$ cat src/sv/lz4d_pkg.sv
// Shared constants and types of the LZ4 block decoder.
`default_nettype none
package lz4d_pkg;

  // Defaults of the top-level parameters.
  localparam int DEF_WINDOW_BITS = 16;
  localparam int DEF_SIZE_BITS   = 24;

  // Fixed field widths.
  localparam int CFG_W   = 25;  // output_size register
  localparam int CNT_W   = 25;  // bytes_consumed field
  localparam int BYTE_W  = 8;
  localparam int OFF_W   = 16;  // match offset as coded in the stream
  localparam int NIB_W   = 4;

  // Register value after reset, smallest legal block size and the
  // constant part of every match length.
  localparam logic [CFG_W-1:0] RESET_SIZE = CFG_W'(65536);
  localparam int               MIN_SIZE   = 4;
  localparam int               MIN_MATCH  = 4;

  // Length nibble and length byte values that call for another byte.
  localparam logic [NIB_W-1:0]  NIB_EXT  = 4'hF;
  localparam logic [BYTE_W-1:0] BYTE_EXT = 8'hFF;

  typedef enum logic [1:0] {
    ST_BYTE = 2'd0,
    ST_DONE = 2'd1,
    ST_ERR  = 2'd2
  } status_t;

  // One result on its way from the parser to the output stage.
  typedef struct packed {
    logic              is_match;  // byte comes from the history memory
    logic              fwd;       // take fwd_byte rather than read data
    logic [BYTE_W-1:0] fwd_byte;
    logic [BYTE_W-1:0] lit_byte;
    status_t           status;
    logic [CNT_W-1:0]  consumed;
  } s1_t;

endpackage
`default_nettype wire

$ cat src/sv/lz4d_intf.sv
// Valid/ready channel interfaces of the LZ4 block decoder.
`default_nettype none


interface lz4d_out_if;
  logic                        valid;
  logic                        ready;
  logic [lz4d_pkg::BYTE_W-1:0] out_byte;
  logic [1:0]                  status;
  logic [lz4d_pkg::CNT_W-1:0]  bytes_consumed;

  modport source (output valid, output out_byte, output status,
                  output bytes_consumed, input ready);
  modport sink (input valid, input out_byte, input status,
                input bytes_consumed, output ready);
endinterface

`default_nettype wire

$ cat src/sv/lz4d_emit.sv
// Output stage: picks the result byte, writes it to history, holds the result.
`default_nettype none
module lz4d_emit #(
  parameter int WINDOW_BITS = lz4d_pkg::DEF_WINDOW_BITS
) (
  input  wire logic                        clk,
  input  wire logic                        rst_n,
  input  wire logic                        s1_valid,
  input  wire lz4d_pkg::s1_t               s1_q,
  input  wire logic [WINDOW_BITS-1:0]      s1_waddr,
  input  wire logic [lz4d_pkg::BYTE_W-1:0] rdata,
  output logic                             s1_go,
  output logic                             wr_en,
  output logic [WINDOW_BITS-1:0]           wr_addr,
  output logic [lz4d_pkg::BYTE_W-1:0]      wr_data,
  lz4d_out_if.source                       out_ch
);

  logic                       out_valid_r;
  logic [lz4d_pkg::BYTE_W-1:0] out_byte_r;
  lz4d_pkg::status_t          status_r;
  logic [lz4d_pkg::CNT_W-1:0] consumed_r;
  logic [lz4d_pkg::BYTE_W-1:0] byte_sel;

  always_comb begin
    if (!s1_q.is_match) begin
      byte_sel = s1_q.lit_byte;
    end else if (s1_q.fwd) begin
      byte_sel = s1_q.fwd_byte;
    end else begin
      byte_sel = rdata;
    end
  end

  assign s1_go   = s1_valid && (!out_valid_r || out_ch.ready);
  assign wr_en   = s1_go && (s1_q.status == lz4d_pkg::ST_BYTE);
  assign wr_addr = s1_waddr;
  assign wr_data = byte_sel;

  always_ff @(posedge clk) begin
    if (!rst_n) begin
      out_valid_r <= 1'b0;
    end else if (s1_go) begin
      out_valid_r <= 1'b1;
    end else if (out_ch.ready) begin
      out_valid_r <= 1'b0;
    end
  end

  always_ff @(posedge clk) begin
    if (s1_go) begin
      out_byte_r <= byte_sel;
      status_r   <= s1_q.status;
      consumed_r <= s1_q.consumed;
    end
  end

  assign out_ch.valid          = out_valid_r;
  assign out_ch.out_byte       = out_byte_r;
  assign out_ch.status         = status_r;
  assign out_ch.bytes_consumed = consumed_r;

endmodule
`default_nettype wire

$ cat src/flat_wrapper.sv
// flat-port wrapper written by rule: the top's interface ports become plain ports
module lz4d_emit_flat 
#(
  parameter int WINDOW_BITS = lz4d_pkg::DEF_WINDOW_BITS
)
  (clk, rst_n, s1_valid, s1_q, s1_waddr, rdata, s1_go, wr_en, wr_addr, wr_data, out_ch_valid, out_ch_out_byte, out_ch_status, out_ch_bytes_consumed, out_ch_ready);
  lz4d_out_if out_ch_i ();
  input  wire logic clk;
  input  wire logic rst_n;
  input  wire logic s1_valid;
  input  wire lz4d_pkg::s1_t s1_q;
  input  wire logic [WINDOW_BITS-1:0] s1_waddr;
  input  wire logic [lz4d_pkg::BYTE_W-1:0] rdata;
  output logic s1_go;
  output logic wr_en;
  output logic [WINDOW_BITS-1:0] wr_addr;
  output logic [lz4d_pkg::BYTE_W-1:0] wr_data;
  output wire logic [$bits(out_ch_i.valid)-1:0] out_ch_valid;
  output wire logic [$bits(out_ch_i.out_byte)-1:0] out_ch_out_byte;
  output wire logic [$bits(out_ch_i.status)-1:0] out_ch_status;
  output wire logic [$bits(out_ch_i.bytes_consumed)-1:0] out_ch_bytes_consumed;
  input wire logic [$bits(out_ch_i.ready)-1:0] out_ch_ready;
  assign out_ch_valid = out_ch_i.valid;
  assign out_ch_out_byte = out_ch_i.out_byte;
  assign out_ch_status = out_ch_i.status;
  assign out_ch_bytes_consumed = out_ch_i.bytes_consumed;
  assign out_ch_i.ready = out_ch_ready;
  lz4d_emit #(.WINDOW_BITS(WINDOW_BITS)) u_core (.clk(clk), .rst_n(rst_n), .s1_valid(s1_valid), .s1_q(s1_q), .s1_waddr(s1_waddr), .rdata(rdata), .s1_go(s1_go), .wr_en(wr_en), .wr_addr(wr_addr), .wr_data(wr_data), .out_ch(out_ch_i));
endmodule
$ cat config.mk
export PLATFORM = sky130hd
export DESIGN_NAME = lz4d_emit_flat
export DESIGN_NICKNAME = d
export VERILOG_FILES = /design/src/sv/lz4d_pkg.sv /design/src/sv/lz4d_intf.sv /design/src/sv/lz4d_emit.sv /design/src/flat_wrapper.sv
export SDC_FILE = /design/constraint.sdc
export NUM_CORES = 1
export LEC_CHECK = 0
export ABC_AREA = 0
export BUFFER_PORTS_ARGS = -buffer_cell sky130_fd_sc_hd__buf_2
export CORE_ASPECT_RATIO = 0.6
export CORE_UTILIZATION = 36
export DETAILED_ROUTE_END_ITERATION = 6
export HOLD_SLACK_MARGIN = 0.15
export PLACE_DENSITY = 0.83
export SYNTH_ARGS = -nofsm -noshare
export SYNTH_HDL_FRONTEND = slang
export SYNTH_SLANG_ARGS = --single-unit
$ cat constraint.sdc
create_clock -name clk -period 3.3 [get_ports clk]
set_input_delay 0.66 -clock clk [delete_from_list [all_inputs] [get_ports clk]]
set_output_delay 0.66 -clock clk [all_outputs]
set_load 0.005 [all_outputs]
== Word level (Yosys, flattened, before mapping) ==
Cells that the tools add are included.
W data, S select, Z words.

* Register bits: 36
* Logic and storage cells: 14
* Output and inout bits: 62

* Reductions and logical operators: 6
* Muxes and demuxes: 4

{| class="wikitable"
|+ Operator list
! operator !! number
|-
| $mux W8 || 2
|-
| $logic_and A1 B1 Y1 || 2
|-
| $logic_not A2 Y1 || 1
|-
| $mux W1 || 2
|-
| $reduce_bool A2 Y1 || 1
|-
| $logic_not A1 Y1 || 1
|-
| $logic_or A1 B1 Y1 || 1
|}

== Depth between registers and ports, before layout ==
* Depth in word-level cells: 4
* Depth in mapped cells: 4
* Depth with buffers taken out: 2

== Worst setup path before layout ==
OpenSTA, ideal clock, no wires.

* Path type: input to output
* From: in out_ch_ready
* To: out s1_go
* Data arrival time: 2.364 ns
* Slack: 0.276 ns
* Data required time: 2.640 ns
* Cell stages on the path: 2
* Path buffers: 0
* Cell sequence: nor2b_1 > nor2b_1

* Cells in the longest elaborated chain, start to end: 2

{| class="wikitable"
|+ Ends and longest elaborated chain
! item !! RTL line !! text
|-
| start: declaration || flat_wrapper.sv:22 || <nowiki>input wire logic [$bits(out_ch_i.ready)-1:0] out_ch_ready;</nowiki>
|-
| $logic_or A1 B1 Y1 || lz4d_emit.sv:35 || <nowiki>assign s1_go = s1_valid && (!out_valid_r || out_ch.ready);</nowiki>
|-
| $logic_and A1 B1 Y1 || lz4d_emit.sv:35 ||
|-
| end: declaration || flat_wrapper.sv:14 || <nowiki>output logic s1_go;</nowiki>
|}

No other way between the ends.

== Worst setup path after layout ==
* From: in s1_q[43] (netlist name)
* To: out wr_data[0] (netlist name)

* Cells in the longest elaborated chain, start to end: 2

{| class="wikitable"
|+ Ends and longest elaborated chain
! item !! RTL line !! text
|-
| start: declaration || flat_wrapper.sv:11 || <nowiki>input wire lz4d_pkg::s1_t s1_q;</nowiki>
|-
| $mux W8 || lz4d_emit.sv:28 || <nowiki>end else if (s1_q.fwd) begin</nowiki>
|-
| $mux W8 || lz4d_emit.sv:26 || <nowiki>if (!s1_q.is_match) begin</nowiki>
|-
| end: declaration || flat_wrapper.sv:17 || <nowiki>output logic [lz4d_pkg::BYTE_W-1:0] wr_data;</nowiki>
|}

No other way between the ends.

==> results.json <==
{
  "die_w_um": 82.5,
  "drcViolationCount": 0,
  "endpoint_kind": "output port",
  "synth_cell_type_count": 10,
  "ff_latch_area_um2": 1070,
  "clock_sinks": 36,
  "routabilityCongestion": 0.711,
  "timing.critical_path.fanout_max": 8,
  "area_delta_synth_final_pct": 37.0,
  "total_number_of_yosys_warnings": 0,
  "dp_slack_ns": 1.24,
  "synth_fp_nets": 156,
  "net-switching-power_w": 0.000207,
  "timing.max_cap.violations": 0,
  "ir_drop_mv": 0.257,
  "max_freq_ghz": 0.490,
  "synth.yosys.seq_area_share": 0.765,
  "status": "complete, no violations",
  "final_layout_size_suffix_gt1_frac": 0.629,
  "first_pass_grt_wire_length_mm": 4.52,
  "finalWorstSetupSlack_ns": 1.26,
  "grt_total_ovfl": 0,
  "cp.required_ns": 2.64,
  "dp.final_hpwl_mm": 2.50,
  "fin_skew_ns": 0.00275,
  "cts.path.max_buffers": 2,
  "timing.final.max_slew_violations": 0,
  "die_h_um": 50.3,
  "post_cts_resized": 0,
  "relSlewSlack": 0.708,
  "drt.antenna.violating_nets": 0,
  "multi_input_area_um2": 186,
  "initial_core_util": 0.378,
  "grt_pass1_vias": 959,
  "critical_path_class": "in -> out",
  "io_buffers": 102,
  "power.combinational.fraction": 0.115,
  "post_cts_hold_buffer_count": 0,
  "grt_use_total": 0.158,
  "pwr-share-seq": 0.573,
  "timing.critical_path.arrival_ns": 1.38,
  "pin_count": 135,
  "final_setup_violations": 0,
  "critical_path_launch_point_type": "primary input",
  "wire_per_inst_um": 14.3,
  "num_vias": 1002,
  "cts_tree": "built",
  "grt_max_degree": 36,
  "pwr_density_nw_per_um2": 493,
  "power.clock.fraction": 0.312,
  "per_cell_via_count_in_the_routed_design": 4.51,
  "rows": 17,
  "total_negative_slack_for_setup_checks_ns": 0,
  "detail_route.wirelength_mm": 3.16,
  "fillers": 327,
  "setup_repair_after_global_routing_missed_its_margin": "false",
  "transition_time_at_the_pin_with_the_least_slew_margin_ns": 0.437,
  "fp.coreArea_um2": 3700,
  "cts_inserted_buffers": 5,
  "power_report.internal_total_w": 0.000739,
  "htreeDepth": 2,
  "worstHoldPathType": "in -> reg",
  "fp.dieArea_um2": 4150,
  "report.power.total_w": 0.000946,
  "cts_root_buf": "clkbuf_8",
  "antenna_cells_inserted": 0,
  "final.period_utilization": 0.619,
  "drt_pass1_iterations": 4,
  "synth.ff_latch_count": 36,
  "worst_setup_hold_path_clk_slew_ns": 0.07,
  "instance_count_of_the_mapped_netlist": 83,
  "power_leakage_nw": 0.878,
  "netlist_area_before_placement_um2": 1400,
  "worstSkewPairLatency_ns": 0.28,
  "switching_share": 0.219,
  "grt_antenna_before_repair": 0,
  "post_synth.cell_area_avg_um2": 16.9,
  "postCtsSetupRepairBufs": 0,
  "drt_iter0_markers": 25,
  "finalHoldViolations": 0,
  "layout_min_cycle_time_ns": 2.04,
  "fin_nets": 247
}
## metrics by stage
stage	util	instances	hold slack [ns]	instance area, um^2
final	0.518	222	0.549	1920
after CTS	0.518	222	0.543	1920
after global routing	0.518	222	0.533	1920
after floorplan	-	83	0.640	1400
after detailed placement	0.496	214	0.679	1830
after global placement	0.496	214	0.672	1830
## power by group through the flow
| stage | Sequential, W | Clock [W] | Combinational, W |
|---|---|---|---|
| floorplan | 0.000558 | 0 | 0.0000483 |
| global placement | 0.000551 | 0 | 0.000109 |
| detailed placement | 0.000552 | 0 | 0.000111 |
| CTS | 0.000542 | 0.000302 | 0.000111 |
| global route | 0.000545 | 0.000325 | 0.000122 |
| finish | 0.000542 | 0.000295 | 0.000109 |
## worst paths after layout
path                             from                                to  slack [ns]  cells after the start
setup / recovery             s1_q[43]                        wr_data[0]        1.26                      4
hold / removal               s1_q[14]  u_core.out_ch.bytes_consumed[14]        0.55                      1
setup reg to reg  u_core.out_ch.valid  u_core.out_ch.bytes_consumed[20]        1.89                      3
hold reg to reg   u_core.out_ch.valid               u_core.out_ch.valid        0.68                      2
## registers in the layout (all words and copies together), names as in the netlist
| name | flops |
|---|---|
| u_core.out_ch.valid | 1 |
| u_core.out_ch.status | 2 |
| u_core.out_ch.out_byte | 8 |
| u_core.out_ch.bytes_consumed | 25 |
## cells in the mapped netlist, drive strengths merged
cell    number  area share
o21a         1      0.0054
edfxtp      35        0.75
nor2b        2      0.0089
mux2i        8       0.057
a21oi        8       0.029
nor4b        1      0.0063
dfxtp        1       0.014
buf         19        0.11
nor2         8       0.021
## cell families (layout without fill, tap and decap cells)
| family | after synthesis | after routing | synth area share |
|---|---|---|---|
| AO/OA/AOI/OAI | 9 | 9 | 0.0340 |
| buffers and inverters | 19 | 111 | 0.107 |
| flip-flops | 36 | 36 | 0.765 |
| multiplexers | 8 | 8 | 0.0572 |
| AND/OR/NAND/NOR | 11 | 11 | 0.0366 |
## metal layers
metal  GRT usage  wire length (um)
met5           0                 0
met4       0.101               116
met3      0.0745               385
met2       0.266              1440
met1       0.157              1220
## cell type report
cell class,instances,share of cell area
sequential,36,0.558
timing repair buffer,103,0.270
multi-input combinational,28,0.0972
tap,47,0.0307
clock buffer,6,0.0378
clock inverter,2,0.00587
## critical path, stage by stage
cell and delay, ns:
buf_2 0.23, mux2i_1 0.11, a21oi_1 0.22, buf_2 0.15
## cells in the final DEF, fill, tap and decap left out, drive strengths merged
cell	count
buf	103
edfxtp	35
mux2i	8
nor2	8
a21oi	8
clkbuf	6
nor2b	2
nor4b	1
o21a	1
clkinvlp	1
clkinv	1
dfxtp	1
No activity file was read; power rests on OpenSTA's default activity.
