### config.mk
export PLATFORM = sky130hd
export DESIGN_NAME = lz4d_ctrl_flat
export DESIGN_NICKNAME = d
export VERILOG_FILES = /design/src/sv/lz4d_pkg.sv /design/src/sv/lz4d_intf.sv /design/src/sv/lz4d_ctrl.sv /design/src/flat_wrapper.sv
export SDC_FILE = /design/constraint.sdc
export NUM_CORES = 1
export LEC_CHECK = 0
export BUFFER_PORTS_ARGS = -buffer_cell sky130_fd_sc_hd__buf_2
export CAP_MARGIN = 20
export CELL_PAD_IN_SITES_DETAIL_PLACEMENT = 0
export CELL_PAD_IN_SITES_GLOBAL_PLACEMENT = 1
export CORE_ASPECT_RATIO = 1.75
export CORE_MARGIN = 1.5
export CORE_UTILIZATION = 47
export DETAILED_ROUTE_END_ITERATION = 8
export PLACE_DENSITY = 0.92
export SYNTH_ARGS = -nofsm -noshare
export SYNTH_HDL_FRONTEND = slang
export SYNTH_SLANG_ARGS = --single-unit
### constraint.sdc
create_clock -name clk -period 9.3 [get_ports clk]
set_input_delay 1.395 -clock clk [delete_from_list [all_inputs] [get_ports clk]]
set_output_delay 1.395 -clock clk [all_outputs]
set_load 0.01 [all_outputs]
### src/sv/lz4d_pkg.sv
// Shared constants and types of the LZ4 block decoder.
`default_nettype none
package lz4d_pkg;

  // Defaults of the top-level parameters.
  localparam int DEF_WINDOW_BITS = 16;
  localparam int DEF_SIZE_BITS   = 24;

  // Fixed field widths.
  localparam int CFG_W   = 25;  // output_size register
  localparam int CNT_W   = 25;  // bytes_consumed field
  localparam int BYTE_W  = 8;
  localparam int OFF_W   = 16;  // match offset as coded in the stream
  localparam int NIB_W   = 4;

  // Register value after reset, smallest legal block size and the
  // constant part of every match length.
  localparam logic [CFG_W-1:0] RESET_SIZE = CFG_W'(65536);
  localparam int               MIN_SIZE   = 4;
  localparam int               MIN_MATCH  = 4;

  // Length nibble and length byte values that call for another byte.
  localparam logic [NIB_W-1:0]  NIB_EXT  = 4'hF;
  localparam logic [BYTE_W-1:0] BYTE_EXT = 8'hFF;

  typedef enum logic [1:0] {
    ST_BYTE = 2'd0,
    ST_DONE = 2'd1,
    ST_ERR  = 2'd2
  } status_t;

  // One result on its way from the parser to the output stage.
  typedef struct packed {
    logic              is_match;  // byte comes from the history memory
    logic              fwd;       // take fwd_byte rather than read data
    logic [BYTE_W-1:0] fwd_byte;
    logic [BYTE_W-1:0] lit_byte;
    status_t           status;
    logic [CNT_W-1:0]  consumed;
  } s1_t;

endpackage
`default_nettype wire

### src/sv/lz4d_intf.sv
// Valid/ready channel interfaces of the LZ4 block decoder.
`default_nettype none
interface lz4d_in_if;
  logic                        valid;
  logic                        ready;
  logic                        req_type;
  logic [lz4d_pkg::BYTE_W-1:0] in_byte;

  modport source (output valid, output req_type, output in_byte, input ready);
  modport sink (input valid, input req_type, input in_byte, output ready);
endinterface


interface lz4d_cfg_if;
  logic                       valid;
  logic                       ready;
  logic [lz4d_pkg::CFG_W-1:0] output_size;

  modport source (output valid, output output_size, input ready);
  modport sink (input valid, input output_size, output ready);
endinterface
`default_nettype wire

### src/sv/lz4d_ctrl.sv
// Stream parser: sequence state, length and size checks, history read issue.
`default_nettype none
module lz4d_ctrl #(
  parameter int WINDOW_BITS = lz4d_pkg::DEF_WINDOW_BITS,
  parameter int SIZE_BITS   = lz4d_pkg::DEF_SIZE_BITS
) (
  input  wire logic                   clk,
  input  wire logic                   rst_n,
  lz4d_in_if.sink                     in_ch,
  lz4d_cfg_if.sink                    cfg_ch,
  // history read port
  output logic                        rd_en,
  output logic [WINDOW_BITS-1:0]      rd_addr,
  // history write of the output stage, for forwarding
  input  wire logic                   wr_en,
  input  wire logic [WINDOW_BITS-1:0] wr_addr,
  input  wire logic [lz4d_pkg::BYTE_W-1:0] wr_data,
  // result handed to the output stage
  input  wire logic                   s1_go,
  output logic                        s1_valid,
  output lz4d_pkg::s1_t               s1_q,
  output logic [WINDOW_BITS-1:0]      s1_waddr
);

  localparam int CW = SIZE_BITS + 1;
  localparam int EW = (CW > lz4d_pkg::CFG_W) ? CW : lz4d_pkg::CFG_W;
  localparam logic [CW-1:0] CNT_MAX = {CW{1'b1}};
  localparam logic [16:0] HIST_LEN = 17'(1) << WINDOW_BITS;

  typedef enum logic [3:0] {
    PH_TOKEN, PH_LITEXT, PH_LIT, PH_OFFLO, PH_OFFHI, PH_MATEXT, PH_MATCH,
    PH_DONE, PH_ERR
  } phase_t;

  function automatic logic [CW-1:0] eff_of(input logic [lz4d_pkg::CFG_W-1:0] v);
    logic [EW-1:0] x;
    logic [EW-1:0] top;
    x   = EW'(v);
    top = EW'(1) << SIZE_BITS;
    if (x < EW'(lz4d_pkg::MIN_SIZE)) begin
      x = EW'(lz4d_pkg::MIN_SIZE);
    end else if (x > top) begin
      x = top;
    end
    return CW'(x);
  endfunction

  function automatic logic [CW-1:0] sat_add(input logic [CW-1:0] a,
                                            input logic [lz4d_pkg::BYTE_W-1:0] b);
    logic [CW:0] s;
    s = {1'b0, a} + (CW+1)'(b);
    return s[CW] ? CNT_MAX : s[CW-1:0];
  endfunction

  // Next phase once the literal length is known; PH_ERR marks a bad length.
  function automatic phase_t lit_next(input logic [CW-1:0] e, input logic [CW-1:0] p,
                                      input logic [CW-1:0] sz, input logic [CW-1:0] szm4);
    phase_t ph;
    if (e > szm4) begin
      ph = (e != sz || e == p) ? PH_ERR : PH_LIT;
    end else begin
      ph = (e != p) ? PH_LIT : PH_OFFLO;
    end
    return ph;
  endfunction

  function automatic phase_t mat_next(input logic [CW-1:0] e, input logic [CW-1:0] sz);
    return (e > sz) ? PH_ERR : PH_MATCH;
  endfunction

  phase_t                          phase_r, phase_nxt;
  logic [CW-1:0]                   produced_r, produced_nxt;
  logic [CW-1:0]                   consumed_r, consumed_nxt;
  logic [CW-1:0]                   end_r, end_nxt;
  logic [lz4d_pkg::NIB_W-1:0]      nibble_r, nibble_nxt;
  logic [lz4d_pkg::OFF_W-1:0]      offset_r, offset_nxt;
  logic [CW-1:0]                   eff_r, effm4_r;
  logic                            s1_valid_r;
  lz4d_pkg::s1_t                   s1_r, s1_nxt;
  logic [WINDOW_BITS-1:0]          s1_waddr_r;

  logic                            acc;
  logic                            has_res;
  logic [CW-1:0]                   prod_inc;
  logic [CW-1:0]                   ext_end;
  logic [CW-1:0]                   tok_end;
  logic [CW-1:0]                   mat_end;
  logic [lz4d_pkg::OFF_W-1:0]      off_full;
  logic                            off_bad;
  phase_t                          ph_tmp;

  assign in_ch.ready  = !s1_valid_r || s1_go;
  assign cfg_ch.ready = 1'b1;
  assign acc          = in_ch.valid && in_ch.ready;

  assign prod_inc = produced_r + CW'(1);
  assign ext_end  = sat_add(end_r, in_ch.in_byte);
  assign tok_end  = produced_r + CW'(in_ch.in_byte[7:4]);
  assign mat_end  = produced_r + CW'(nibble_r) + CW'(lz4d_pkg::MIN_MATCH);
  assign off_full = {in_ch.in_byte, offset_r[7:0]};
  assign off_bad  = (off_full == '0) || (CW'(off_full) > produced_r) ||
                    (17'(off_full) > HIST_LEN);

  assign rd_addr = produced_r[WINDOW_BITS-1:0] - offset_r[WINDOW_BITS-1:0];

  always_comb begin
    phase_nxt    = phase_r;
    produced_nxt = produced_r;
    consumed_nxt = consumed_r;
    end_nxt      = end_r;
    nibble_nxt   = nibble_r;
    offset_nxt   = offset_r;
    has_res      = 1'b0;
    rd_en        = 1'b0;
    ph_tmp       = PH_ERR;
    s1_nxt.is_match = 1'b0;
    s1_nxt.fwd      = wr_en && (wr_addr == rd_addr);
    s1_nxt.fwd_byte = wr_data;
    s1_nxt.lit_byte = '0;
    s1_nxt.status   = lz4d_pkg::ST_BYTE;
    if (acc) begin
      if (phase_r == PH_DONE) begin
        has_res       = 1'b1;
        s1_nxt.status = lz4d_pkg::ST_DONE;
      end else if (phase_r == PH_ERR) begin
        has_res       = 1'b1;
        s1_nxt.status = lz4d_pkg::ST_ERR;
      end else if (in_ch.req_type) begin
        if (phase_r == PH_MATCH) begin
          rd_en           = 1'b1;
          has_res         = 1'b1;
          s1_nxt.is_match = 1'b1;
          produced_nxt    = prod_inc;
          if (prod_inc == end_r) begin
            phase_nxt = (prod_inc >= eff_r) ? PH_DONE : PH_TOKEN;
          end
        end
      end else if (phase_r != PH_MATCH) begin
        if (consumed_r != CNT_MAX) begin
          consumed_nxt = consumed_r + CW'(1);
        end
        unique case (phase_r)
          PH_TOKEN: begin
            nibble_nxt = in_ch.in_byte[3:0];
            end_nxt    = tok_end;
            if (in_ch.in_byte[7:4] == lz4d_pkg::NIB_EXT) begin
              phase_nxt = PH_LITEXT;
            end else begin
              ph_tmp    = lit_next(tok_end, produced_r, eff_r, effm4_r);
              phase_nxt = ph_tmp;
            end
          end
          PH_LITEXT: begin
            end_nxt = ext_end;
            if (in_ch.in_byte != lz4d_pkg::BYTE_EXT) begin
              ph_tmp    = lit_next(ext_end, produced_r, eff_r, effm4_r);
              phase_nxt = ph_tmp;
            end
          end
          PH_LIT: begin
            has_res         = 1'b1;
            s1_nxt.lit_byte = in_ch.in_byte;
            produced_nxt    = prod_inc;
            if (prod_inc == end_r) begin
              phase_nxt = (prod_inc >= eff_r) ? PH_DONE : PH_OFFLO;
            end
          end
          PH_OFFLO: begin
            offset_nxt = lz4d_pkg::OFF_W'(in_ch.in_byte);
            phase_nxt  = PH_OFFHI;
          end
          PH_OFFHI: begin
            offset_nxt = off_full;
            end_nxt    = mat_end;
            if (off_bad) begin
              phase_nxt = PH_ERR;
            end else if (nibble_r == lz4d_pkg::NIB_EXT) begin
              phase_nxt = PH_MATEXT;
            end else begin
              ph_tmp    = mat_next(mat_end, eff_r);
              phase_nxt = ph_tmp;
            end
          end
          PH_MATEXT: begin
            end_nxt = ext_end;
            if (in_ch.in_byte != lz4d_pkg::BYTE_EXT) begin
              ph_tmp    = mat_next(ext_end, eff_r);
              phase_nxt = ph_tmp;
            end
          end
          default: begin
            phase_nxt = PH_ERR;
          end
        endcase
        if (phase_nxt == PH_ERR) begin
          has_res         = 1'b1;
          s1_nxt.status   = lz4d_pkg::ST_ERR;
          s1_nxt.lit_byte = '0;
        end
      end
    end
    s1_nxt.consumed = lz4d_pkg::CNT_W'(consumed_nxt);
  end

  always_ff @(posedge clk) begin
    if (!rst_n) begin
      phase_r    <= PH_TOKEN;
      produced_r <= '0;
      consumed_r <= '0;
      end_r      <= '0;
      nibble_r   <= '0;
      offset_r   <= '0;
      eff_r      <= eff_of(lz4d_pkg::RESET_SIZE);
      effm4_r    <= eff_of(lz4d_pkg::RESET_SIZE) - CW'(lz4d_pkg::MIN_SIZE);
      s1_valid_r <= 1'b0;
    end else begin
      phase_r    <= phase_nxt;
      produced_r <= produced_nxt;
      consumed_r <= consumed_nxt;
      end_r      <= end_nxt;
      nibble_r   <= nibble_nxt;
      offset_r   <= offset_nxt;
      if (cfg_ch.valid) begin
        eff_r   <= eff_of(cfg_ch.output_size);
        effm4_r <= eff_of(cfg_ch.output_size) - CW'(lz4d_pkg::MIN_SIZE);
      end
      if (acc && has_res) begin
        s1_valid_r <= 1'b1;
      end else if (s1_go) begin
        s1_valid_r <= 1'b0;
      end
    end
  end

  always_ff @(posedge clk) begin
    if (acc && has_res) begin
      s1_r       <= s1_nxt;
      s1_waddr_r <= produced_r[WINDOW_BITS-1:0];
    end
  end

  assign s1_valid = s1_valid_r;
  assign s1_q     = s1_r;
  assign s1_waddr = s1_waddr_r;

endmodule
`default_nettype wire

### src/flat_wrapper.sv
// flat-port wrapper written by rule: the top's interface ports become plain ports
module lz4d_ctrl_flat 
#(
  parameter int WINDOW_BITS = lz4d_pkg::DEF_WINDOW_BITS,
  parameter int SIZE_BITS   = lz4d_pkg::DEF_SIZE_BITS
)
  (clk, rst_n, rd_en, rd_addr, wr_en, wr_addr, wr_data, s1_go, s1_valid, s1_q, s1_waddr, in_ch_valid, in_ch_req_type, in_ch_in_byte, in_ch_ready, cfg_ch_valid, cfg_ch_output_size, cfg_ch_ready);
  lz4d_in_if in_ch_i ();
  lz4d_cfg_if cfg_ch_i ();
  input  wire logic clk;
  input  wire logic rst_n;
  output logic rd_en;
  output logic [WINDOW_BITS-1:0] rd_addr;
  input  wire logic wr_en;
  input  wire logic [WINDOW_BITS-1:0] wr_addr;
  input  wire logic [lz4d_pkg::BYTE_W-1:0] wr_data;
  input  wire logic s1_go;
  output logic s1_valid;
  output lz4d_pkg::s1_t s1_q;
  output logic [WINDOW_BITS-1:0] s1_waddr;
  input wire logic [$bits(in_ch_i.valid)-1:0] in_ch_valid;
  input wire logic [$bits(in_ch_i.req_type)-1:0] in_ch_req_type;
  input wire logic [$bits(in_ch_i.in_byte)-1:0] in_ch_in_byte;
  output wire logic [$bits(in_ch_i.ready)-1:0] in_ch_ready;
  input wire logic [$bits(cfg_ch_i.valid)-1:0] cfg_ch_valid;
  input wire logic [$bits(cfg_ch_i.output_size)-1:0] cfg_ch_output_size;
  output wire logic [$bits(cfg_ch_i.ready)-1:0] cfg_ch_ready;
  assign in_ch_i.valid = in_ch_valid;
  assign in_ch_i.req_type = in_ch_req_type;
  assign in_ch_i.in_byte = in_ch_in_byte;
  assign in_ch_ready = in_ch_i.ready;
  assign cfg_ch_i.valid = cfg_ch_valid;
  assign cfg_ch_i.output_size = cfg_ch_output_size;
  assign cfg_ch_ready = cfg_ch_i.ready;
  lz4d_ctrl #(.WINDOW_BITS(WINDOW_BITS), .SIZE_BITS(SIZE_BITS)) u_core (.clk(clk), .rst_n(rst_n), .in_ch(in_ch_i), .cfg_ch(cfg_ch_i), .rd_en(rd_en), .rd_addr(rd_addr), .wr_en(wr_en), .wr_addr(wr_addr), .wr_data(wr_data), .s1_go(s1_go), .s1_valid(s1_valid), .s1_q(s1_q), .s1_waddr(s1_waddr));
endmodule
Yosys cells after proc, flatten, opt, wreduce, memory -nomap -nowiden
Cells that the tools add are included.
{ "op_classes": {"n_bitwise": 7, "magnitude_cmp": 9, "n_reduce_logical": 25, "n_mux": 62, "n_addsub": 8, "eq_ne": 24} }
{ "op_table": {"columns": ["operator", "count"], "rows": [
  ["two-way mux 25 bit", 15],
  ["greater-than comparator 25 bit", 4],
  ["!= test 25 bit", 4],
  ["two-way mux 4 bit", 21],
  ["== test 25 bit", 3],
  ["case mux 25 bit (3 select lines)", 1],
  ["adder 25 x 1 -> 25 bit, second input constant", 2],
  ["adder 25 x 4 -> 25 bit", 2],
  ["case mux 16 bit (2 select lines)", 1],
  ["AND reduction 6 bit", 5],
  ["adder 25 x 8 -> 26 bit", 1],
  ["adder 25 x 3 -> 25 bit, second input constant", 1],
  ["greater-or-equal comparator 25 bit", 1],
  ["greater-than comparator 16 x 25 -> 1 bit", 1],
  ["greater-than comparator 25 bit, second input constant", 1],
  ["less-than comparator 25 x 3 -> 1 bit, second input constant", 1],
  ["!= test 25 bit, second input constant", 1],
  ["subtractor 25 x 3 -> 25 bit, second input constant", 1],
  ["case mux 4 bit (6 select lines)", 1],
  ["greater-than comparator 16 x 17 -> 1 bit, second input constant", 1],
  ["two-way mux 1 bit", 17],
  ["== test 16 bit", 1],
  ["== test 4 x 3 -> 1 bit, second input constant", 4],
  ["== test 4 bit, second input constant", 4],
  ["other kinds (19)", 41]
]} }
{ "word_totals": {"in_bits": 64, "output_inout_bits": 81, "word_cells": 153, "register_bits": 211} }

Logic depth before layout (Yosys ltp)
Gate-level depths: netlist of run 1.
{ "depth": {"word_depth": 22, "ltp_mapped": 25, "depth_no_buf": 23} }

Worst setup path after synthesis of run 1
Ideal clock, no wire load.
{ "synth_path": {"path_type": "input -> register", "startpoint": "input port in_ch_in_byte[4]", "endpoint": "register u_core.s1_r, in the netlist u_core.s1_q[0] (enable)", "n_path_buf": 2, "arrival_time_ns": 7.979, "stages": 20, "path_slack_ns": 0.821, "cell_sequence": "ha_1 > a21oi_1 > and2_1 > clkbuf_1 > a21oi_2 > o211ai_1 > clkbuf_1 > and2_1 > inv_1 > ha_1 > nand4_1 > nor3_1 > a221o_1 > o311ai_0 > nand2_1 > a31o_2 > a221o_1 > a211oi_2 > or3_1 > a21oi_1"} }
{ "synth_between": {"elab_chain_len": 21} }
{ "synth_rtl": {"columns": ["element", "line", "source"], "rows": [
  ["start: declaration", "flat_wrapper.sv:23", "input wire logic [$bits(in_ch_i.in_byte)-1:0] in_ch_in_byte;"],
  ["branches (longest 7 deep; another with adder 25 x 8 -> 26 bit)", null, null],
  ["case mux 4 bit (6 select lines) *", "lz4d_ctrl.sv:142", "unique case (phase_r)"],
  ["two-way mux 4 bit *", "lz4d_ctrl.sv:138", "end else if (phase_r != PH_MATCH) begin"],
  ["two-way mux 4 bit *", "lz4d_ctrl.sv:128", "end else if (in_ch.req_type) begin"],
  ["two-way mux 4 bit *", "lz4d_ctrl.sv:125", "end else if (phase_r == PH_ERR) begin"],
  ["two-way mux 4 bit *", "lz4d_ctrl.sv:122", "if (phase_r == PH_DONE) begin"],
  ["two-way mux 4 bit *", "lz4d_ctrl.sv:121", "if (acc) begin"],
  ["== test 4 bit *", "lz4d_ctrl.sv:195", "if (phase_nxt == PH_ERR) begin"],
  ["two-way mux 1 bit *", "lz4d_ctrl.sv:195", null],
  ["two-way mux 1 bit *", "lz4d_ctrl.sv:138", null],
  ["two-way mux 1 bit *", "lz4d_ctrl.sv:128", null],
  ["two-way mux 1 bit *", "lz4d_ctrl.sv:125", null],
  ["two-way mux 1 bit *", "lz4d_ctrl.sv:122", null],
  ["two-way mux 1 bit *", "lz4d_ctrl.sv:121", null],
  ["logical AND 1 bit *", "lz4d_ctrl.sv:236", "if (acc && has_res) begin"],
  ["end signal: assignment", "lz4d_ctrl.sv:237", "s1_r <= s1_nxt;"],
  ["end: declaration", "lz4d_ctrl.sv:79", "lz4d_pkg::s1_t s1_r, s1_nxt;"]
]} }
Every way passes the cells marked *. The select of a mux whose other input is x is not followed.
A chain may end at the register's enable or synchronous reset.

Final worst setup path of run 1
{ "layout_path": {"startpoint": "input port in_ch_in_byte[6]", "endpoint": "register u_core.s1_r, in the netlist u_core.s1_q[24] (enable)"} }
The elaborated chain is that of the path after synthesis.

==> results of run 1 <==
per-stage QoR:
step           hold WS (ns)  utilization (%)  std cells
2_1_floorplan         0.429                -       2159
3_3_place_gp          0.456             50.7       2697
3_5_place_dp          0.465             50.7       2698
4_1_cts               0.477             52.7       2738
5_1_grt               0.491             52.8       2742
6_report              0.474             52.8       2743
metal layers:
layer	vias up	share of wire [%]	GRT usage, %
met3	446	8.0	8.21
met2	1020	47	65.0
met1	8435	33	37.7
li1	8104	-	-
met5	-	0.014	0
met4	2	13	40.6
power by group:
group	internal, mW	switching (mW)	total (mW)
clock network	0.525	0.420	0.946
logic	0.190	0.344	0.534
registers	0.968	0.0378	1.01
total	1.68	0.802	2.49
final cells by class:
type	count	area, sq um	area share (%)
Clock buffer	29	649	3.28
Timing Repair Buffer	184	1020	5.14
Inverter	122	458	2.31
Antenna cell	1	2.50	0.0126
Tap cell	480	601	3.03
Clock inverter	11	101	0.512
Multi-Input combinational cell	1707	12200	61.5
Sequential cell	209	4790	24.2
registers in the layout, summed over array words and instances (netlist names), 4 cells and up:
signal,cells
u_core.nibble_r,4
u_core.s1_q,45
u_core.s1_waddr,16
u_core.eff_r,23
u_core.produced_r,25
u_core.offset_r,16
u_core.effm4_r,25
u_core.phase_r,4
u_core.consumed_r,25
u_core.end_r,25
critical path, cell delays in order:
cell and delay (ns):
sky130_fd_sc_hd__buf_2 0.18, sky130_fd_sc_hd__ha_1 0.48, sky130_fd_sc_hd__o21a_1 0.29, sky130_fd_sc_hd__o21ai_0 0.83, sky130_fd_sc_hd__a21oi_1 0.08, sky130_fd_sc_hd__buf_4 0.22
sky130_fd_sc_hd__o21bai_1 0.29, sky130_fd_sc_hd__o21ai_0 0.18, sky130_fd_sc_hd__buf_4 0.19, sky130_fd_sc_hd__ha_1 0.26, sky130_fd_sc_hd__o211ai_1 0.11, sky130_fd_sc_hd__a31oi_1 0.06
sky130_fd_sc_hd__a2111oi_0 0.46, sky130_fd_sc_hd__buf_4 0.22, sky130_fd_sc_hd__o22ai_1 0.09, sky130_fd_sc_hd__o211ai_1 0.49, sky130_fd_sc_hd__o21ai_0 0.17, sky130_fd_sc_hd__a221o_1 0.29
sky130_fd_sc_hd__a211oi_2 0.31, sky130_fd_sc_hd__or3_1 0.22, sky130_fd_sc_hd__a21oi_4 0.06, sky130_fd_sc_hd__buf_4 0.37
cells in the final DEF, fill, tap and decap left out, drive strengths merged, types with 31 or more instances in the layout:
| master | synthesis | layout |
|---|---|---|
| o21ai | 100 | 100 |
| a21oi | 151 | 151 |
| inv | 117 | 121 |
| o211ai | 32 | 32 |
| nor4 | 33 | 33 |
| xnor2 | 137 | 137 |
| nand2 | 153 | 153 |
| nor3 | 51 | 51 |
| or3 | 32 | 32 |
| nor2 | 139 | 139 |
| buf | 38 | 181 |
| ha | 181 | 181 |
| nand3 | 86 | 86 |
| edfxtp | 61 | 61 |
| and2 | 48 | 48 |
| a21o | 53 | 53 |
| nand2b | 43 | 43 |
| nand4 | 68 | 68 |
| xor2 | 47 | 47 |
| clkbuf | 83 | 32 |
| dfxtp | 148 | 148 |
| a211oi | 31 | 31 |
cell families (layout without fill, tap and decap cells):
family | count (synthesis) | in the layout | share of synthesized area [%]
DFF | 209 | 209 | 26.8
other | 1 | 2 | 0.0210
xor gates and xnor gates | 197 | 197 | 10.7
and+or+nand+nor | 751 | 751 | 22.0
muxes | 21 | 21 | 1.22
buffers and inverters | 243 | 346 | 5.43
AOI/OAI and AO/OA | 552 | 552 | 20.8
adders and majority gates | 185 | 185 | 13.1
how the worst min path moves through the flow:
stage	start	to	slack, ns	cells past startpoint
2_1_floorplan	u_core.produced_r[10]	u_core.s1_waddr[10]	0.43	0
3_3_place_gp	u_core.effm4_r[6]	u_core.effm4_r[6]	0.46	2
3_5_place_dp	u_core.effm4_r[6]	u_core.effm4_r[6]	0.46	2
4_1_cts	u_core.effm4_r[1]	u_core.effm4_r[1]	0.48	2
5_1_grt	u_core.effm4_r[9]	u_core.effm4_r[9]	0.49	2
6_report	u_core.effm4_r[19]	u_core.effm4_r[19]	0.47	2
==> impl_metrics.py, run 1 <==
metrics = {
    "status": {
        "status": "finished clean",
    },
    "sta": {
        "tightestPinTransition_ns": 1.20,
        "post-route-min-period_ns": 7.06,
        "final.setup.tns_ns": 0,
        "final_min_period_over_clock_period_pct": 75.9,
        "report.final.hold_viol_count": 0,
        "setup_viol": 0,
        "fmax_ghz": 0.142,
        "rsz0062_at_grt": "no",
        "fin_worst_skew_ns": 0.0343,
        "finalWorstSetupSlack_ns": 2.24,
        "slew_headroom_pct": 18.9,
        "final_slew_viol_count": 0,
    },
    "critical_path": {
        "crit_fanout": 61,
        "crit_path_start_kind": "input pin",
        "worst-endpoint-arrival_ns": 7.26,
        "end_point_of_the_critical_path": "u_core.s1_q[24]",
        "r2r_cells": 19,
        "setup.worst_path.start": "in_ch_in_byte[6]",
        "timing.setup.critical_path_class": "input pin to flop",
        "worst_r2r_startpoint": "u_core.end_r[17]",
        "end_kind": "flop",
        "critical_path_required_ns": 9.49,
        "reg2reg_setup_slack_ns": 2.40,
        "timing.rr.end": "u_core.s1_q[24]",
    },
    "synth": {
        "yosysMostFrequentCell": "sky130_fd_sc_hd__ha_1",
        "synthArstFlopShare_pct": 0,
        "synth-warning-count": 0,
        "synthDominantCellAreaShare_pct": 16.6,
        "ys_seq_elements": 209,
        "dominantRegCellSynth": "sky130_fd_sc_hd__dfxtp_1",
        "yosys-top-cells-count": "sky130_fd_sc_hd__ha_1, sky130_fd_sc_hd__nand2_1, sky130_fd_sc_hd__a21oi_1, sky130_fd_sc_hd__dfxtp_1, sky130_fd_sc_hd__nor2_1",
        "synth_enable_flop_cells": 61,
        "syn_inst": 2159,
        "synth.lib_cells_used.distinct": 93,
        "synth.yosys.seq_area_share_pct": 26.8,
        "synthesis.area_per_instance_sq_um": 8.28,
        "ys_top_cells_by_area": "sky130_fd_sc_hd__dfxtp_1, sky130_fd_sc_hd__ha_1, sky130_fd_sc_hd__edfxtp_1",
        "syn-cell-area_sq_um": 17900,
        "synth_top_area_cell": "sky130_fd_sc_hd__dfxtp_1",
        "net_count_after_synthesis": 2408,
    },
    "final_layout": {
        "layout-drive-gt1-share_pct": 11.8,
        "syn2layout_area_growth_pct": 10.8,
        "filler_cell_count": 3615,
        "nets_finish": 2495,
        "finish.instance_area_sq_um": 19800,
    },
    "routing": {
        "detailroute.via_count": 18000,
        "remaining_drc_errors": 0,
        "firstDrtPassIters": 5,
        "detail_route.vias_per_cell": 6.56,
        "route.detailed.wl_per_inst_um": 27.9,
        "drt_iter0_drc": 1399,
        "drt.antenna.violating_nets": 0,
        "routed_wl_um": 76600,
    },
    "floorplanning": {
        "fp-row-count": 94,
        "core-area_sq_um": 37500,
        "die_h_um": 261,
        "die_area_sq_um": 39300,
        "start_util_pct": 47.6,
        "die_width_um": 150,
        "floorplan.io_pins": 145,
    },
    "cts": {
        "clk_pin_slew_ns": 0.06,
        "cts.repair.resized": 0,
        "clkLatencyLatePin_ns": 0.57,
        "max-clock-path-buffers": 3,
        "tritoncts": "yes",
        "clkSinkCount": 209,
        "tritoncts.num_buffers": 22,
        "cts_setup_buffers": 0,
        "ctsRootBufferMaster": "sky130_fd_sc_hd__clkbuf_16",
        "cts_hold_buf": 0,
        "htree_levels": 1,
    },
    "global_route": {
        "grt_first_pass_wirelength_um": 110000,
        "globalRouteOverflowTotal": 0,
        "grt_antenna_before_repair": 2,
        "grt_start_max_net_pins": 93,
        "grtUsageTotal_pct": 38.6,
        "vias_in_the_first_global_route": 17600,
    },
    "power_and_ir_drop": {
        "total_leakage_power_nw": 8.06,
        "ir_drop_mv": 0.108,
        "post-layout-total-power_mw": 2.49,
        "powerDensity_nw_per_um2": 126,
    },
    "placed_design": {
        "detailedPlace.worstSlack_ns": 1.95,
        "hpwlAfterDp_um": 58400,
        "globalplace.congestion": 1.19,
        "port_buffers": 143,
        "post_dp_cell_area_sq_um": 19000,
    },
    "worst_hold_path": {
        "class_of_the_most_critical_hold_timing_path": "flop to flop",
    },
    "job": {
        "drv_cap": 0,
    },
}
(Power assumes the default switching activity.)
==> run 2, diff against run 1 <==
clock period = 6.76 ns   (was 9.3 ns; I/O delays follow)
==> impl_metrics.py, run 2 (synthesis results as in run 1) <==
metrics = {
    "cts": {
        "htree_levels": 1,
        "tritoncts": "yes",
        "clkSinkCount": 209,
        "tritoncts.num_buffers": 22,
        "clk_pin_slew_ns": 0.08,
        "cts_hold_buf": 0,
        "cts.repair.resized": 0,
        "clkLatencyLatePin_ns": 0.57,
        "max-clock-path-buffers": 3,
        "ctsRootBufferMaster": "sky130_fd_sc_hd__clkbuf_16",
        "cts_setup_buffers": 0,
    },
    "critical_path": {
        "crit_slowest_cell": "sky130_fd_sc_hd__dfxtp_1",
        "critical_path_required_ns": 7.00,
        "timing.setup.critical_path_class": "flop to flop",
        "largest_stage_delay_on_the_critical_path_ns": 0.94,
        "number_of_buffer_and_inverter_stages_on_the_critical_path": 2,
        "end_kind": "flop",
        "worst_r2r_startpoint": "u_core.produced_r[11]",
        "crit_fanout": 32,
        "dominant_cell_type_by_count_on_the_critical_path": "sky130_fd_sc_hd__nor2_1",
        "path_depth": 18,
        "ordered_list_of_cells_on_the_worst_path": "nand4_4 -> nor2_1 -> o211ai_1 -> nor2_1 -> xor2_1 -> ha_1 -> nand4_1 -> nor2_1 -> buf_4 -> nand4_1 -> a211oi_1 -> a211o_1 -> and3_1 -> and4_1 -> a211oi_2 -> or3_1 -> a21oi_4 -> buf_12",
        "setup.worst_path.start": "u_core.produced_r[11]",
        "timing.rr.end": "u_core.s1_q[27]",
        "reg2reg_setup_slack_ns": 0.50,
        "worst-endpoint-arrival_ns": 6.50,
        "crit_path_start_kind": "flop",
        "cpLargestDelayFamily": "simple AND/OR/NAND/NOR gates",
        "r2r_cells": 18,
    },
    "sta": {
        "fmax_ghz": 0.160,
        "setup_viol": 0,
        "post-route-min-period_ns": 6.26,
        "final_min_period_over_clock_period_pct": 92.6,
        "fin_worst_skew_ns": 0.0293,
        "final_slew_viol_count": 0,
        "slew_headroom_pct": 30.4,
        "tightestPinTransition_ns": 1.04,
        "final.setup.tns_ns": 0,
        "rsz0062_at_grt": "no",
        "report.final.hold_viol_count": 0,
    },
    "power_and_ir_drop": {
        "powerDensity_nw_per_um2": 169,
        "ir_drop_mv": 0.276,
        "total_leakage_power_nw": 8.41,
    },
    "final_layout": {
        "most_common_cell_after_layout_fill_and_taps_aside": "sky130_fd_sc_hd__ha_1",
        "layout-drive-gt1-share_pct": 14.4,
        "most-common-layout-cells": "sky130_fd_sc_hd__ha_1, sky130_fd_sc_hd__nand2_1, sky130_fd_sc_hd__dfxtp_1",
        "fin_util_pct": 54.2,
        "filler_cell_count": 3676,
        "nets_finish": 2567,
        "largest_reg_flops": 45,
        "syn2layout_area_growth_pct": 13.8,
    },
    "placed_design": {
        "port_buffers": 143,
        "globalplace.congestion": 1.11,
        "hpwlAfterDp_um": 63400,
    },
    "routing": {
        "remaining_drc_errors": 0,
        "drt.antenna.violating_nets": 0,
        "routed_wl_um": 80900,
        "drt_iter0_drc": 1555,
        "detailroute.via_count": 18400,
        "firstDrtPassIters": 5,
        "detail_route.vias_per_cell": 6.53,
        "route.detailed.wl_per_inst_um": 28.7,
    },
    "global_route": {
        "globalRouteOverflowTotal": 0,
        "grt_start_max_net_pins": 93,
        "grtUsageTotal_pct": 41.1,
        "vias_in_the_first_global_route": 18300,
        "grt_antenna_before_repair": 1,
        "grt_first_pass_wirelength_um": 117000,
    },
    "floorplanning": {
        "fp-row-count": 94,
        "die_h_um": 261,
        "floorplan.io_pins": 145,
        "die_width_um": 150,
        "core-area_sq_um": 37500,
        "start_util_pct": 47.6,
        "die_area_sq_um": 39300,
    },
    "worst_hold_path": {
        "hold_path_startpoint": "u_core.effm4_r[3]",
        "min_path_cells": 2,
        "class_of_the_most_critical_hold_timing_path": "flop to flop",
        "hold_path_end": "u_core.effm4_r[3]",
    },
    "job": {
        "drv_cap": 0,
    },
    "status": {
        "status": "finished clean",
    },
}
==> run 2: worst max-delay path by stage <==
stage                                     to  slack (ns)
after floorplan               u_core.s1_q[0]        0.01
after global placement    u_core.s1_waddr[7]        0.16
after detailed placement  u_core.s1_waddr[4]         0.1
after CTS                 u_core.s1_waddr[5]        0.66
after global routing         u_core.s1_q[27]        0.32
final                        u_core.s1_q[27]        0.50
==> run 2: worst register-to-register path, cell delays in order (launching register included) <==
cell and delay [ns]:
sky130_fd_sc_hd__dfxtp_1 0.94, sky130_fd_sc_hd__nand4_4 0.30, sky130_fd_sc_hd__nor2_1 0.55, sky130_fd_sc_hd__o211ai_1 0.46, sky130_fd_sc_hd__nor2_1 0.34, sky130_fd_sc_hd__xor2_1 0.31
sky130_fd_sc_hd__ha_1 0.19, sky130_fd_sc_hd__nand4_1 0.19, sky130_fd_sc_hd__nor2_1 0.14, sky130_fd_sc_hd__buf_4 0.14, sky130_fd_sc_hd__nand4_1 0.22, sky130_fd_sc_hd__a211oi_1 0.54
sky130_fd_sc_hd__a211o_1 0.17, sky130_fd_sc_hd__and3_1 0.24, sky130_fd_sc_hd__and4_1 0.23, sky130_fd_sc_hd__a211oi_2 0.07, sky130_fd_sc_hd__or3_1 0.43, sky130_fd_sc_hd__a21oi_4 0.24
sky130_fd_sc_hd__buf_12 0.23
==> run 2: cell type report <==
type	instances	area [sq um]	share of cell area, %
Antenna cell	3	7.51	0.0369
Clock buffer	25	583	2.87
Clock inverter	14	140	0.689
Inverter	122	458	2.25
Multi-Input combinational cell	1707	12200	59.8
Sequential cell	209	4790	23.6
Tap cell	480	601	2.95
Timing Repair Buffer	256	1600	7.87
==> run 2: where the power goes <==
part	switching, mW	total, mW	internal (mW)
registers	0.0504	1.38	1.33
clock network	0.601	1.28	0.674
logic	0.503	0.790	0.286
==> run 2: metrics by stage <==
stage	setup slack [ns]	instances	hold slack, ns	total power, mW	instance area [sq um]
after floorplan	0.0146	2159	0.429	1.85	17900
after global placement	0.156	2772	0.457	2.16	19600
after detailed placement	0.0953	2772	0.458	2.17	19600
after CTS	0.658	2811	0.480	3.42	20300
after global routing	0.315	2813	0.502	3.54	20300
final	0.500	2816	0.477	3.45	20300
==> run 2: per-layer routing <==
layer  routed length [um]  track usage (%)
met1                26200             40.3
met2                39000             71.5
met3                 5910             7.00
met4                 9800             40.2
met5                    0                0
==> run 3, diff against run 2 <==
==> constraint.sdc (replaced) <==
create_clock -name clk -period 6.76 [get_ports clk]
set_input_delay 0.676 -clock clk [delete_from_list [all_inputs] [get_ports clk]]
set_output_delay 0.676 -clock clk [all_outputs]
set_load 0.01 [all_outputs]
==> impl_metrics.py, run 3 (synthesis results as in run 1) <==
metrics = {
    "final_layout": {
        "syn2layout_area_growth_pct": 12.8,
        "layout.cells.non_filler": 2793,
        "most-common-layout-cells": "sky130_fd_sc_hd__ha_1, sky130_fd_sc_hd__nand2_1, sky130_fd_sc_hd__dfxtp_1",
        "most_common_cell_after_layout_fill_and_taps_aside": "sky130_fd_sc_hd__ha_1",
        "nets_finish": 2545,
        "layout-drive-gt1-share_pct": 13.5,
        "largest_reg_flops": 45,
        "fin_util_pct": 53.7,
    },
    "sta": {
        "fin_worst_skew_ns": 0.0165,
        "rsz0062_at_grt": "no",
        "fmax_ghz": 0.160,
        "setup_viol": 0,
        "finalWorstSetupSlack_ns": 0.522,
        "final_slew_viol_count": 0,
        "slew_headroom_pct": 16.1,
        "final.setup.tns_ns": 0,
        "post-route-min-period_ns": 6.24,
        "report.final.hold_viol_count": 0,
        "tightestPinTransition_ns": 1.26,
        "final_min_period_over_clock_period_pct": 92.3,
        "final.hold.worst_slack_ns": 0.300,
    },
    "power_and_ir_drop": {
        "p_seq_share_pct": 40.5,
        "ir_drop_mv": 0.150,
        "total_leakage_power_nw": 8.31,
        "clock_power_share_pct": 36.9,
        "powerDensity_nw_per_um2": 169,
        "netSwitchingPower_mw": 1.11,
        "power.share.switching_pct": 32.7,
        "cell_int_power_mw": 2.29,
        "comb_power_share_pct": 22.7,
    },
    "routing": {
        "drt.antenna.violating_nets": 0,
        "firstDrtPassIters": 8,
        "detail_route.vias_per_cell": 6.47,
        "route.detailed.wl_per_inst_um": 28.1,
        "routed_wl_um": 78600,
        "drt_iter0_drc": 1373,
        "remaining_drc_errors": 0,
        "detailroute.via_count": 18100,
    },
    "critical_path": {
        "crit_fanout": 35,
        "ordered_list_of_cells_on_the_worst_path": "buf_4 -> ha_1 -> ha_1 -> inv_1 -> fa_1 -> nor2b_1 -> o21ai_0 -> nand2b_1 -> nor2b_1 -> nand3_1 -> nor3_1 -> xor2_1 -> ha_1 -> nand4_1 -> a2111oi_0 -> or3_1 -> o211a_1 -> a21o_1 -> a221o_1 -> a211oi_2 -> or3_1 -> a21oi_4 -> buf_12",
        "critical_path_required_ns": 7.00,
        "dominant_cell_type_by_count_on_the_critical_path": "sky130_fd_sc_hd__ha_1",
        "crit_path_start_kind": "flop",
        "timing.setup.critical_path_class": "flop to flop",
        "largest_stage_delay_on_the_critical_path_ns": 0.48,
        "crit_slowest_cell": "sky130_fd_sc_hd__a2111oi_0",
        "end_kind": "flop",
        "worst-endpoint-arrival_ns": 6.48,
    },
    "floorplanning": {
        "floorplan.io_pins": 145,
        "die_width_um": 150,
        "core-area_sq_um": 37500,
        "start_util_pct": 47.6,
        "die_area_sq_um": 39300,
        "fp-row-count": 94,
        "die_h_um": 261,
    },
    "cts": {
        "htree_levels": 1,
        "cts_setup_buffers": 0,
        "clkLatencyLatePin_ns": 0.55,
        "tritoncts.num_buffers": 22,
        "ctsRootBufferMaster": "sky130_fd_sc_hd__clkbuf_16",
        "max-clock-path-buffers": 3,
        "cts_hold_buf": 0,
        "clk_pin_slew_ns": 0.07,
        "clkSinkCount": 209,
        "tritoncts": "yes",
        "cts.repair.resized": 0,
    },
    "worst_hold_path": {
        "class_of_the_most_critical_hold_timing_path": "input pin to flop",
    },
    "placed_design": {
        "detailedPlace.worstSlack_ns": 0.667,
        "globalplace.congestion": 1.11,
        "place.detailed.instances": 2751,
        "port_buffers": 143,
        "hpwlAfterDp_um": 61300,
    },
    "global_route": {
        "globalRouteOverflowTotal": 0,
        "vias_in_the_first_global_route": 17700,
        "grt_antenna_before_repair": 3,
        "grtUsageTotal_pct": 40.0,
        "grt_start_max_net_pins": 68,
        "grt_first_pass_wirelength_um": 113000,
    },
    "job": {
        "drv_cap": 0,
    },
    "status": {
        "status": "finished clean",
    },
}
-- run 3: power by group through the flow --
stage,logic (mW),clock network (mW),registers [mW]
floorplan,0.460,0,1.39
global placement,0.744,0,1.40
detailed placement,0.747,0,1.40
CTS,0.751,1.27,1.38
global route,0.827,1.31,1.38
finish,0.772,1.25,1.38
-- run 3: final timing paths --
path | startpoint | to | slack, ns | cells after the start
setup reg to reg | u_core.produced_r[1] | u_core.s1_waddr[4] | 0.52 | 23
hold reg to reg | u_core.effm4_r[1] | u_core.effm4_r[1] | 0.47 | 2
setup / recovery | u_core.produced_r[1] | u_core.s1_waddr[4] | 0.52 | 23
hold / removal | wr_data[3] | u_core.s1_q[38] | 0.30 | 1
-- run 3: routing by layer --
metal,vias to the layer above,wire (um),GRT usage [%]
li1,8197,-,-
met1,8533,25400,39.0
met2,975,38200,69.5
met3,373,5780,7.65
met4,2,9190,39.0
met5,-,8,0
-- run 3: area by class of cell --
cell class                      count  area, sq um
Antenna cell                        1         2.50
Clock buffer                       29          608
Clock inverter                     11          108
Fill cell                        3527        17400
Inverter                          122          458
Multi-Input combinational cell   1707        12200
Sequential cell                   209         4790
Tap cell                          480          601
Timing Repair Buffer              234         1440
-- run 3: worst max-delay path, delay by kind of cell, from the launching register on --
| kind | cells | cell delay, ns |
|---|---|---|
| xor+xnor | 1 | 0.16 |
| buf+inv | 3 | 0.49 |
| flops | 1 | 0.32 |
| fa+ha+maj | 4 | 1.18 |
| compound gates | 7 | 1.41 |
| simple gates | 8 | 2.32 |
-- run 3: metrics by stage --
stage          power [mW]  area (sq um)
6_report             3.40         20200
5_1_grt              3.52         20200
4_1_cts              3.39         20200
3_5_place_dp         2.15         19400
3_3_place_gp         2.15         19400
2_1_floorplan        1.85         17900
